[config.mk]
export PLATFORM = sky130hd
export DESIGN_NAME = gcpd_div
export DESIGN_NICKNAME = d
export VERILOG_FILES = /design/src/rtl/gcpd_pkg.sv /design/src/rtl/gcpd_div.sv
export SDC_FILE = /design/constraint.sdc
export NUM_CORES = 1
export LEC_CHECK = 0
export BUFFER_PORTS_ARGS = -buffer_cell sky130_fd_sc_hd__buf_4
export CAP_MARGIN = 20
export CORE_MARGIN = 5
export CORE_UTILIZATION = 50
export DETAILED_ROUTE_END_ITERATION = 8
export PLACE_DENSITY = 0.74
export SYNTH_ARGS = -nofsm -noshare
export SYNTH_HDL_FRONTEND = slang
export SYNTH_SLANG_ARGS = --single-unit
[constraint.sdc]
create_clock -name clk -period 2.24 [get_ports clk]
set_input_delay 0.224 -clock clk [delete_from_list [all_inputs] [get_ports clk]]
set_output_delay 0.224 -clock clk [all_outputs]
set_load 0.02 [all_outputs]
[src/rtl/gcpd_pkg.sv]
// Shared types and constants for the grid-capped point downsampler.
// Used by the top level and the iterative divider; depends on nothing.
`default_nettype none
package gcpd_pkg;

  localparam int COORD_W    = 20;  // point coordinates and window origins
  localparam int CELL_W     = 16;  // cell size register
  localparam int CAP_W      = 8;   // max_per_cell register
  localparam int CFG_W      = 20;  // widest configuration register
  localparam int CFG_IDX_W  = 2;
  localparam int STATUS_W   = 2;
  localparam int OUT_CNT_W  = 8;
  localparam int DIV_STEP_W = $clog2(COORD_W);

  // Configuration register indexes
  localparam logic [CFG_IDX_W-1:0] CFG_CELL_SIZE    = 2'd0;
  localparam logic [CFG_IDX_W-1:0] CFG_MAX_PER_CELL = 2'd1;
  localparam logic [CFG_IDX_W-1:0] CFG_ORIGIN_X     = 2'd2;
  localparam logic [CFG_IDX_W-1:0] CFG_ORIGIN_Y     = 2'd3;

  // Input action codes
  localparam logic ACT_POINT = 1'b0;
  localparam logic ACT_CLEAR = 1'b1;

  // Result status codes
  localparam logic [STATUS_W-1:0] STATUS_KEPT    = 2'd0;
  localparam logic [STATUS_W-1:0] STATUS_FULL    = 2'd1;
  localparam logic [STATUS_W-1:0] STATUS_OUTSIDE = 2'd2;

  // Reset values of the configuration registers
  localparam logic [CELL_W-1:0]         CELL_SIZE_RST = 16'd256;
  localparam logic [CAP_W-1:0]          MAX_CELL_RST  = 8'd1;
  localparam logic signed [COORD_W-1:0] ORIGIN_RST    = -20'sd32;

endpackage
`default_nettype wire

[src/rtl/gcpd_div.sv]
// Iterative signed-by-unsigned divider, one quotient bit per cycle.
// Truncates toward zero. Depends on gcpd_pkg for the coordinate and cell widths.
`default_nettype none
module gcpd_div (
  input  wire  logic                                clk,
  input  wire  logic                                rst_n,
  input  wire  logic                                start,
  input  wire  logic signed [gcpd_pkg::COORD_W-1:0] dividend,
  input  wire  logic        [gcpd_pkg::CELL_W-1:0]  divisor,
  output logic                                      done,
  output logic signed [gcpd_pkg::COORD_W-1:0]       quotient
);
  import gcpd_pkg::*;

  logic                  busy_r;
  logic                  done_r;
  logic                  neg_r;
  logic [DIV_STEP_W-1:0] step_r;
  logic [CELL_W-1:0]     rem_r;
  logic [CELL_W-1:0]     dvs_r;
  logic [COORD_W-1:0]    mag_r;

  logic [CELL_W:0]       trial;
  logic                  ge;
  logic [CELL_W:0]       diff;

  // Restoring step: bring down the next dividend bit and try a subtract.
  assign trial = {rem_r, mag_r[COORD_W-1]};
  assign ge    = trial >= {1'b0, dvs_r};
  assign diff  = trial - {1'b0, dvs_r};

  always_ff @(posedge clk) begin
    if (!rst_n) begin
      busy_r <= 1'b0;
      done_r <= 1'b0;
    end else begin
      done_r <= 1'b0;
      if (start) begin
        busy_r <= 1'b1;
      end else if (busy_r && step_r == DIV_STEP_W'(COORD_W - 1)) begin
        busy_r <= 1'b0;
        done_r <= 1'b1;
      end
    end
  end

  always_ff @(posedge clk) begin
    if (start) begin
      neg_r  <= dividend[COORD_W-1];
      mag_r  <= dividend[COORD_W-1] ? COORD_W'(-dividend) : COORD_W'(dividend);
      dvs_r  <= divisor;
      rem_r  <= '0;
      step_r <= '0;
    end else if (busy_r) begin
      rem_r  <= ge ? diff[CELL_W-1:0] : trial[CELL_W-1:0];
      mag_r  <= {mag_r[COORD_W-2:0], ge};
      step_r <= step_r + DIV_STEP_W'(1);
    end
  end

  assign done     = done_r;
  assign quotient = neg_r ? -$signed(mag_r) : $signed(mag_r);

endmodule
`default_nettype wire

==> flow_metrics.py, run 1 <==
metrics = {
    "timing": {
        "tightestPinTransition_ns": 1.00,
        "fin_setup_tns_ns": -6.10,
        "period_share": 1.30,
        "fin_skew_ns": 0.00981,
        "hold_violations": 0,
        "min_period_ns": 2.92,
        "rsz0062_at_grt": "yes",
        "fin_hold_ws_ns": 0.0473,
        "finalMaxSlewViolations": 0,
        "clock.fmax_mhz": 343,
        "setup_slack_ns": -0.679,
        "relSlewSlack": 0.330,
        "setup_viol": 26,
    },
    "synth": {
        "synth-edff-count": 37,
        "synthDominantCellAreaShare": 0.276,
        "synth.distinct_cells": 62,
        "postSynthAreaPerCell_um2": 9.14,
        "netlist_instances": 441,
        "synth.area.top_cells": "edfxtp_1, dfxtp_1, ha_1, xnor2_1, a21oi_1",
        "synth_top_cell_by_area": "edfxtp_1",
        "yosysWarnings": 0,
        "synthArstFlopShare": 0,
        "ys_seq_area_frac": 0.390,
        "synth_nets": 500,
        "synth-main-ff-cell": "edfxtp_1",
        "ys_ff_latch": 60,
        "netlist_area_mm2": 0.00403,
        "synth_commonest_cells": "a21oi_1, nor2_1, edfxtp_1",
    },
    "power": {
        "power_density_mw_per_mm2": 562,
        "leakage_nw": 2.49,
        "ir_drop_v": 0.000389,
        "p_total_mw": 3.39,
    },
    "drt": {
        "drt_iter0_markers": 204,
        "drt-pass1-iter-count": 4,
        "finalWirelength_mm": 12.5,
        "route.detailed.drc": 0,
        "wire_per_inst_um": 17.6,
        "vias": 4139,
        "viasPerCell": 5.84,
        "antenna_left": 0,
    },
    "floorplan": {
        "coreArea_mm2": 0.00781,
        "dieArea_mm2": 0.00996,
        "die_h_um": 99.8,
        "initial_utilization": 0.516,
        "rows": 32,
        "io_pins": 60,
        "die_w_um": 99.8,
    },
    "global_routing": {
        "track_usage": 0.239,
        "grt_pass1_vias": 4027,
        "grt_overflow_total": 0,
        "grt_max_degree": 62,
        "grt_pass1_wl_mm": 19.0,
        "antenna_found_initial": 0,
    },
    "placement": {
        "placed_cell_area_mm2": 0.00526,
        "routabilityCongestion": 0.847,
        "port_buffers": 59,
        "dp_hpwl_mm": 8.07,
        "dp_cells": 672,
        "dp_slack_ns": -0.282,
    },
    "cts": {
        "htree_levels": 3,
        "clockRootBuffer": "clkbuf_8",
        "clk-insertion-delay-late_ns": 0.35,
        "cts_max_path_buffers": 2,
        "cts_hold_buf": 0,
        "cts_sinks": 60,
        "cts_buffers": 9,
        "cts_tree": "yes",
        "clk_pin_slew_ns": 0.07,
    },
    "setup_path": {
        "critPathMaxFanout": 3,
        "worstSetupEndpointType": "output pin",
        "required_ns": 2.02,
        "path_buf_inv": 2,
        "reg2reg_from": "dvs_r[1]",
        "path_cells": "nor4_4, nand3_2, or4_4, or4_4, buf_4, nand2_2, xnor2_2, buf_4",
        "max_stage_delay_ns": 0.48,
        "critical_path_class": "flop to output pin",
        "crit_path_start_kind": "flop",
        "cp.arrival_ns": 2.69,
        "path_delay_family": "simple AND/OR/NAND/NOR gates",
        "crit_start": "mag_r[5]",
        "slowest_stage": "or4_4",
    },
    "layout": {
        "utilization": 0.773,
        "regArea_mm2": 0.00157,
        "multi_input_area_mm2": 0.00276,
        "drive_gt1_frac": 0.430,
        "area_growth_pct": 49.8,
        "fillers": 474,
        "fin_nets": 661,
        "layoutNonFillerInstCount": 709,
        "antenna_cells": 0,
        "final_area_mm2": 0.00604,
    },
    "flow_run": {
        "drv_cap": 0,
    },
    "run_status": {
        "outcome": "complete, but fails checks",
        "violations": "setup timing",
    },
    "worst_hold_path": {
        "holdCritPathClass": "primary input to flop",
        "holdCritStartpoint": "divisor[6]",
    },
}
-- worst paths after layout --
path | endpoint | slack [ns] | cells after the start
worst min register to register | step_r[4] | 0.52 | 2
worst min-delay path | dvs_r[6] | 0.05 | 1
worst max register to register | rem_r[7] | -0.17 | 10
worst max-delay path | quotient[15] | -0.68 | 8
-- report_power, final --
part	internal [mW]	total (mW)	leakage, nW	switching, mW
Combinational	0.570	1.17	1.85	0.599
Clock	0.430	0.872	0.0844	0.441
Sequential	1.27	1.35	0.551	0.0826
-- timing repair --
item,4_1_cts,5_1_grt
resized for setup,55,41
endpoints found under the setup margin,25,27
pin swaps,27,29
setup buffers,12,17
-- flip-flops by register name, indices dropped and copies added, names as in the netlist --
signal	count
busy_r	1
done	1
dvs_r	16
mag_r	20
neg_r	1
rem_r	16
step_r	5
-- layer usage --
layer | share of wire | routed length, um | vias up | GRT usage
li1 | - | - | 1957 | -
met1 | 0.42 | 5260 | 2007 | 0.301
met2 | 0.51 | 6370 | 152 | 0.410
met3 | 0.051 | 632 | 23 | 0.0327
met4 | 0.020 | 252 | 0 | 0.0977
met5 | 0 | 0 | - | 0
-- worst reg2reg max path: stages, from the launching register on --
cell	delay [ns]
edfxtp_1	0.42
inv_2	0.10
ha_4	0.21
nor2b_4	0.12
o31a_1	0.29
o311ai_4	0.30
and4_4	0.31
buf_6	0.11
nor2_4	0.05
buf_12	0.14
a311oi_2	0.26
-- area by class of cell --
cell class                      count  area share
Clock buffer                       14      0.0253
Clock inverter                      2     0.00166
Inverter                           25      0.0155
Multi-Input combinational cell    338       0.456
Sequential cell                    60       0.260
Tap cell                          102      0.0211
Timing Repair Buffer              168       0.220
-- kinds of logic (layout without fill, tap and decap cells) --
group                    count (synthesis)  in the layout  synth area share
flip-flops                              60             60             0.390
AND/OR/NAND/NOR                        143            143             0.188
buffers and inverters                   43            209            0.0450
XOR/XNOR                                46             46             0.100
multiplexers                             4              4           0.00994
AO/OA/AOI/OAI                          125            125             0.203
adder cells (fa/ha/maj)                 20             20            0.0640
-- cells in the final DEF (no fill, tap or decap), types with 19 or more instances in the layout --
cell	Yosys	layout
inv_1	25	21
nand2_1	36	33
dfxtp_1	23	23
a21oi_1	38	28
xor2_1	21	21
buf_4	1	154
nor2_1	38	36
edfxtp_1	37	37
xnor2_1	25	20
o21ai_0	23	19
(Power assumes the default switching activity.)
==> inputs of run 2 (changes only) <==
--- a/config.mk
+++ b/config.mk
@@ -8,9 +8,9 @@
 export BUFFER_PORTS_ARGS = -buffer_cell sky130_fd_sc_hd__buf_4
 export CAP_MARGIN = 20
 export CORE_MARGIN = 5
-export CORE_UTILIZATION = 50
+export CORE_UTILIZATION = 52
 export DETAILED_ROUTE_END_ITERATION = 8
-export PLACE_DENSITY = 0.74
+export PLACE_DENSITY = 0.77
 export SYNTH_ARGS = -nofsm -noshare
 export SYNTH_HDL_FRONTEND = slang
 export SYNTH_SLANG_ARGS = --single-unit
==> run 2 against run 1 <==
The run still ends with setup timing left; total power increased by 1.8%; largest cell class unchanged; critical endpoint is now quotient[19]; via count down 0.97%; utilization is 1.8 points lower; sequential power barely moved; highest routed layer unchanged; global-route usage decreased by 0.27 points; final cell count fell by 1.8%; combinational power decreased by 8%; largest power group unchanged; wire length is 5.8% lower; critical path depth decreased by 1.
==> flow_metrics.py, run 2 (same netlist as run 1, synthesis figures left out) <==
metrics = {
    "cts": {
        "cts_max_path_buffers": 2,
        "cts_tree": "yes",
        "clk-insertion-delay-late_ns": 0.35,
        "htree_levels": 3,
        "cts_buffers": 9,
        "clockRootBuffer": "clkbuf_8",
        "cts_sinks": 60,
        "clk_pin_slew_ns": 0.08,
    },
    "drt": {
        "finalWirelength_mm": 11.8,
        "antenna_left": 0,
        "wire_per_inst_um": 16.9,
        "vias": 4099,
        "route.detailed.drc": 0,
        "viasPerCell": 5.89,
        "drt-pass1-iter-count": 5,
        "drt_iter0_markers": 220,
    },
    "power": {
        "ir_drop_v": 0.000353,
        "power_frac_seq": 0.393,
        "leakage_nw": 2.40,
        "intPower_mw": 2.37,
        "pwr-share-comb": 0.312,
        "swShare": 0.314,
        "p_total_mw": 3.46,
        "switching_power_mw": 1.08,
        "power_density_mw_per_mm2": 598,
        "pwr-share-clk": 0.295,
    },
    "timing": {
        "clock.fmax_mhz": 350,
        "hold_violations": 0,
        "finalMaxSlewViolations": 0,
        "setup_viol": 24,
        "rsz0062_at_grt": "yes",
        "period_share": 1.28,
        "min_period_ns": 2.86,
        "fin_hold_ws_ns": 0.0472,
        "relSlewSlack": 0.408,
        "setup_slack_ns": -0.620,
        "fin_skew_ns": 0.0137,
        "tightestPinTransition_ns": 0.888,
    },
    "layout": {
        "area_growth_pct": 43.3,
        "regMostFlops": "mag_r",
        "final_common_cell": "buf_4",
        "final_area_mm2": 0.00578,
        "top_regs": "mag_r: 20 flops, dvs_r: 16 flops, rem_r: 16 flops",
        "largest_register_ff_count": 20,
        "antenna_cells": 0,
        "fillers": 486,
        "layout_common_cells": "buf_4, edfxtp_1, nor2_1, nand2_1, a21oi_1",
        "drive_gt1_frac": 0.387,
        "fin_nets": 648,
        "layoutNonFillerInstCount": 696,
    },
    "placement": {
        "placed_cell_area_mm2": 0.00517,
        "dp_hpwl_mm": 8.15,
        "routabilityCongestion": 0.915,
        "dp_cells": 661,
        "port_buffers": 59,
    },
    "floorplan": {
        "dieArea_mm2": 0.00961,
        "initial_utilization": 0.527,
        "die_w_um": 98.0,
        "io_pins": 60,
        "coreArea_mm2": 0.00765,
        "rows": 32,
        "die_h_um": 98.0,
    },
    "setup_path": {
        "critPathMaxFanout": 3,
        "required_ns": 2.02,
        "cp.arrival_ns": 2.64,
        "critical_path_class": "flop to output pin",
        "worstSetupEndpointType": "output pin",
        "crit_path_start_kind": "flop",
    },
    "global_routing": {
        "grt_pass1_vias": 4013,
        "grt_pass1_wl_mm": 18.6,
        "track_usage": 0.236,
        "grt_overflow_total": 0,
        "antenna_found_initial": 0,
        "grt_max_degree": 45,
    },
    "run_status": {
        "violations": "setup timing",
        "outcome": "complete, but fails checks",
    },
    "worst_hold_path": {
        "holdCritPathClass": "primary input to flop",
    },
    "flow_run": {
        "drv_cap": 0,
    },
}
==> run 2: stage by stage <==
stage               setup slack, ns  utilization  setup TNS [ns]
finish                       -0.620        0.755           -5.02
global route                 -0.711        0.755           -7.11
CTS                          -0.612        0.730           -5.76
detailed placement           -0.271        0.677           -2.75
global placement             -0.199        0.677           -1.43
floorplan                    -0.129            -          -0.358
==> run 2: final cells by class <==
type / count / area [um2] / share of cell area
clock inverter: 4 / 46.3 / 0.00801
tap: 102 / 128 / 0.0221
sequential: 60 / 1570 / 0.272
clock buffer: 12 / 155 / 0.0269
inverter: 25 / 93.8 / 0.0162
timing repair buffer: 155 / 1190 / 0.206
multi-input combinational: 338 / 2590 / 0.449
==> run 2: path summary, 6_finish.rpt <==
kind         startpoint  cells past startpoint  slack [ns]            to
max            mag_r[8]                      7       -0.62  quotient[19]
min          divisor[6]                      1        0.05      dvs_r[6]
max reg2reg    dvs_r[1]                     10       -0.08      rem_r[4]
min reg2reg   rem_r[15]                      2        0.50     rem_r[15]
==> run 2: layer usage <==
layer | part of all wire | vias to the layer above | track usage
li1 | - | 1936 | -
met3 | 0.061 | 43 | 0.0514
met5 | 0 | - | 0
met2 | 0.50 | 176 | 0.413
met4 | 0.034 | 0 | 0.0831
met1 | 0.40 | 1944 | 0.285
==> run 2: repair_timing <==
| action | 4_1_cts | 5_1_grt |
|---|---|---|
| hold buffers | 0 | 0 |
| buffers inserted | 13 | 6 |
| hold endpoints to repair | 0 | 0 |
| resized for setup | 26 | 28 |
| endpoints found under the setup margin | 24 | 27 |
| pin swaps | 25 | 16 |
==> run 2: power by group through the flow <==
stage	Sequential (mW)	Clock [mW]	Combinational, mW
final	1.36	1.02	1.08
after floorplan	1.36	0	0.544
after global routing	1.37	1.09	1.16
after CTS	1.35	1.03	1.00
after global placement	1.37	0	0.925
after detailed placement	1.37	0	0.954
==> run 2: worst max-delay path, cell delays in order (launching register included) <==
cell      delay [ns]
edfxtp_1        0.40
nor4_2          0.33
nand3_1         0.14
or4_4           0.43
or4_4           0.48
o31ai_4         0.23
xnor2_2         0.14
buf_4           0.16
==> inputs of run 3 (changes only) <==
--- a/config.mk
+++ b/config.mk
@@ -11,6 +11,8 @@
 export CORE_UTILIZATION = 52
 export DETAILED_ROUTE_END_ITERATION = 8
 export PLACE_DENSITY = 0.77
+export RECOVER_POWER = 25
+export REMOVE_ABC_BUFFERS = 1
 export SYNTH_ARGS = -nofsm -noshare
 export SYNTH_HDL_FRONTEND = slang
 export SYNTH_SLANG_ARGS = --single-unit
==> run 3 against run 2 <==
First-iteration DRC count increased by 63%; register-to-register slack got worse by 0.10 ns; the run still ends with setup timing left; non-clock buffer count decreased by 7; clock power increased by 19%; utilization increased by 1.2 points; design area increased by 1.6%; clock skew decreased by 0.0038 ns; sequential power about the same.
==> flow_metrics.py, run 3 (same netlist as run 1, synthesis figures left out) <==
metrics = {
    "drt": {
        "antenna_left": 0,
        "route.detailed.drc": 0,
        "finalWirelength_mm": 13.1,
        "drt-pass1-iter-count": 5,
        "vias": 4202,
        "viasPerCell": 6.10,
        "drt_iter0_markers": 359,
        "wire_per_inst_um": 19.0,
    },
    "setup_path": {
        "critical_path.endpoint": "quotient[19]",
        "worstRegToRegCells": 10,
        "worstSetupEndpointType": "output pin",
        "crit_path_start_kind": "flop",
        "reg2reg_slack_ns": -0.18,
        "required_ns": 2.02,
        "r2r_end": "rem_r[2]",
        "reg2reg_from": "dvs_r[1]",
        "critPathMaxFanout": 3,
        "critical_path_class": "flop to output pin",
        "crit_start": "mag_r[8]",
        "cp.arrival_ns": 2.72,
    },
    "placement": {
        "dp_cells": 664,
        "dp_hpwl_mm": 8.15,
        "placed_cell_area_mm2": 0.00511,
        "routabilityCongestion": 0.888,
        "port_buffers": 59,
    },
    "cts": {
        "clk-insertion-delay-late_ns": 0.35,
        "clockRootBuffer": "clkbuf_8",
        "clk_pin_slew_ns": 0.08,
        "cts_max_path_buffers": 2,
        "cts_sinks": 60,
        "cts_hold_buf": 0,
        "cts_tree": "yes",
        "cts_buffers": 9,
        "htree_levels": 3,
    },
    "layout": {
        "layoutNonFillerInstCount": 689,
        "fin_nets": 641,
        "final_area_mm2": 0.00587,
        "utilization": 0.768,
        "top_regs": "mag_r: 20 flops, dvs_r: 16 flops, rem_r: 16 flops",
        "largest_register_ff_count": 20,
        "antenna_cells": 0,
        "drive_gt1_frac": 0.390,
        "final_common_cell": "buf_4",
        "layout_common_cells": "buf_4, edfxtp_1, nor2_1, nand2_1, a21oi_1",
        "area_growth_pct": 45.6,
        "regMostFlops": "mag_r",
    },
    "floorplan": {
        "die_h_um": 98.0,
        "die_w_um": 98.0,
        "coreArea_mm2": 0.00765,
        "rows": 32,
        "initial_utilization": 0.527,
        "dieArea_mm2": 0.00961,
        "io_pins": 60,
    },
    "power": {
        "intPower_mw": 2.54,
        "pwr-share-comb": 0.304,
        "swShare": 0.312,
        "power_frac_seq": 0.368,
        "pwr-share-clk": 0.327,
        "power_density_mw_per_mm2": 628,
        "switching_power_mw": 1.15,
        "ir_drop_v": 0.000478,
        "leakage_nw": 2.37,
    },
    "run_status": {
        "outcome": "complete, but fails checks",
        "violations": "setup timing",
    },
    "global_routing": {
        "grt_pass1_wl_mm": 19.1,
        "grt_pass1_vias": 3926,
        "track_usage": 0.244,
        "grt_overflow_total": 0,
        "antenna_found_initial": 0,
        "grt_max_degree": 43,
    },
    "worst_hold_path": {
        "holdCritPathClass": "primary input to flop",
        "hold_depth": 1,
    },
    "timing": {
        "tightestPinTransition_ns": 1.25,
        "rsz0062_at_grt": "yes",
        "fin_skew_ns": 0.00981,
        "setup_viol": 27,
        "clock.fmax_mhz": 340,
        "setup_slack_ns": -0.702,
        "fin_hold_ws_ns": 0.0624,
        "period_share": 1.31,
        "relSlewSlack": 0.165,
        "min_period_ns": 2.94,
        "hold_violations": 0,
        "finalMaxSlewViolations": 0,
        "fin_setup_tns_ns": -5.86,
    },
    "flow_run": {
        "drv_cap": 0,
    },
}
==> run 3: cell count changes in the layout (fill, tap and decap cells not counted), moves of 3 or more <==
cell | before | now
a211oi_2 | 0 | 3
buf_6 | 3 | 7
a311oi_2 | 0 | 4
a311oi_1 | 4 | 0
xnor2_2 | 5 | 0
a211oi_1 | 3 | 0
xnor2_1 | 20 | 25
buf_4 | 151 | 121
clkbuf_4 | 0 | 16
==> run 3: final cells by class <==
class,instances,area (um2)
clock buffer,9,124
clock inverter,7,115
fill,480,1780
inverter,25,93.8
multi-input combinational,338,2690
sequential,60,1570
tap,102,128
timing repair buffer,148,1150
==> run 3: layer usage <==
metal	share of wire	GRT usage	vias to the layer above
met2	0.51	0.428	211
met4	0.028	0.0788	0
li1	-	-	1923
met5	0	0	-
met3	0.060	0.0464	51
met1	0.40	0.301	2017
==> run 3: worst max-delay path, cell delays in order (launching register included) <==
cell      delay (ns)
edfxtp_1        0.43
nor4_4          0.36
nand3_2         0.14
or4_4           0.43
or4_4           0.47
o31ai_4         0.21
xnor2_1         0.16
buf_4           0.17
==> run 3: power by group through the flow <==
stage	Clock, mW	Combinational (mW)	Sequential [mW]
4_1_cts	1.20	1.02	1.35
5_1_grt	1.27	1.19	1.37
6_report	1.21	1.12	1.36
3_5_place_dp	0	0.949	1.36
3_3_place_gp	0	0.929	1.36
2_1_floorplan	0	0.489	1.36
==> run 3: per-stage QoR <==
stage	setup WS (ns)	power, mW
floorplan	-0.166	1.85
global placement	-0.199	2.29
detailed placement	-0.375	2.31
CTS	-0.706	3.57
global route	-0.775	3.83
finish	-0.702	3.68
==> run 3: repair_timing <==
item                                    in CTS  in global routing
pin swaps                                   37                 17
endpoints found under the setup margin      26                 27
buffers inserted                             4                  6
gates resized for setup                     51                 34
==> run 3: how the worst min path moves through the flow <==
| stage | from | to | slack, ns |
|---|---|---|---|
| finish | divisor[7] | dvs_r[7] | 0.06 |
| floorplan | start | rem_r[3] | 0.30 |
| global route | divisor[8] | dvs_r[8] | 0.05 |
| detailed placement | divisor[2] | dvs_r[2] | 0.40 |
| CTS | divisor[13] | dvs_r[13] | 0.04 |
| global placement | divisor[4] | dvs_r[4] | 0.40 |
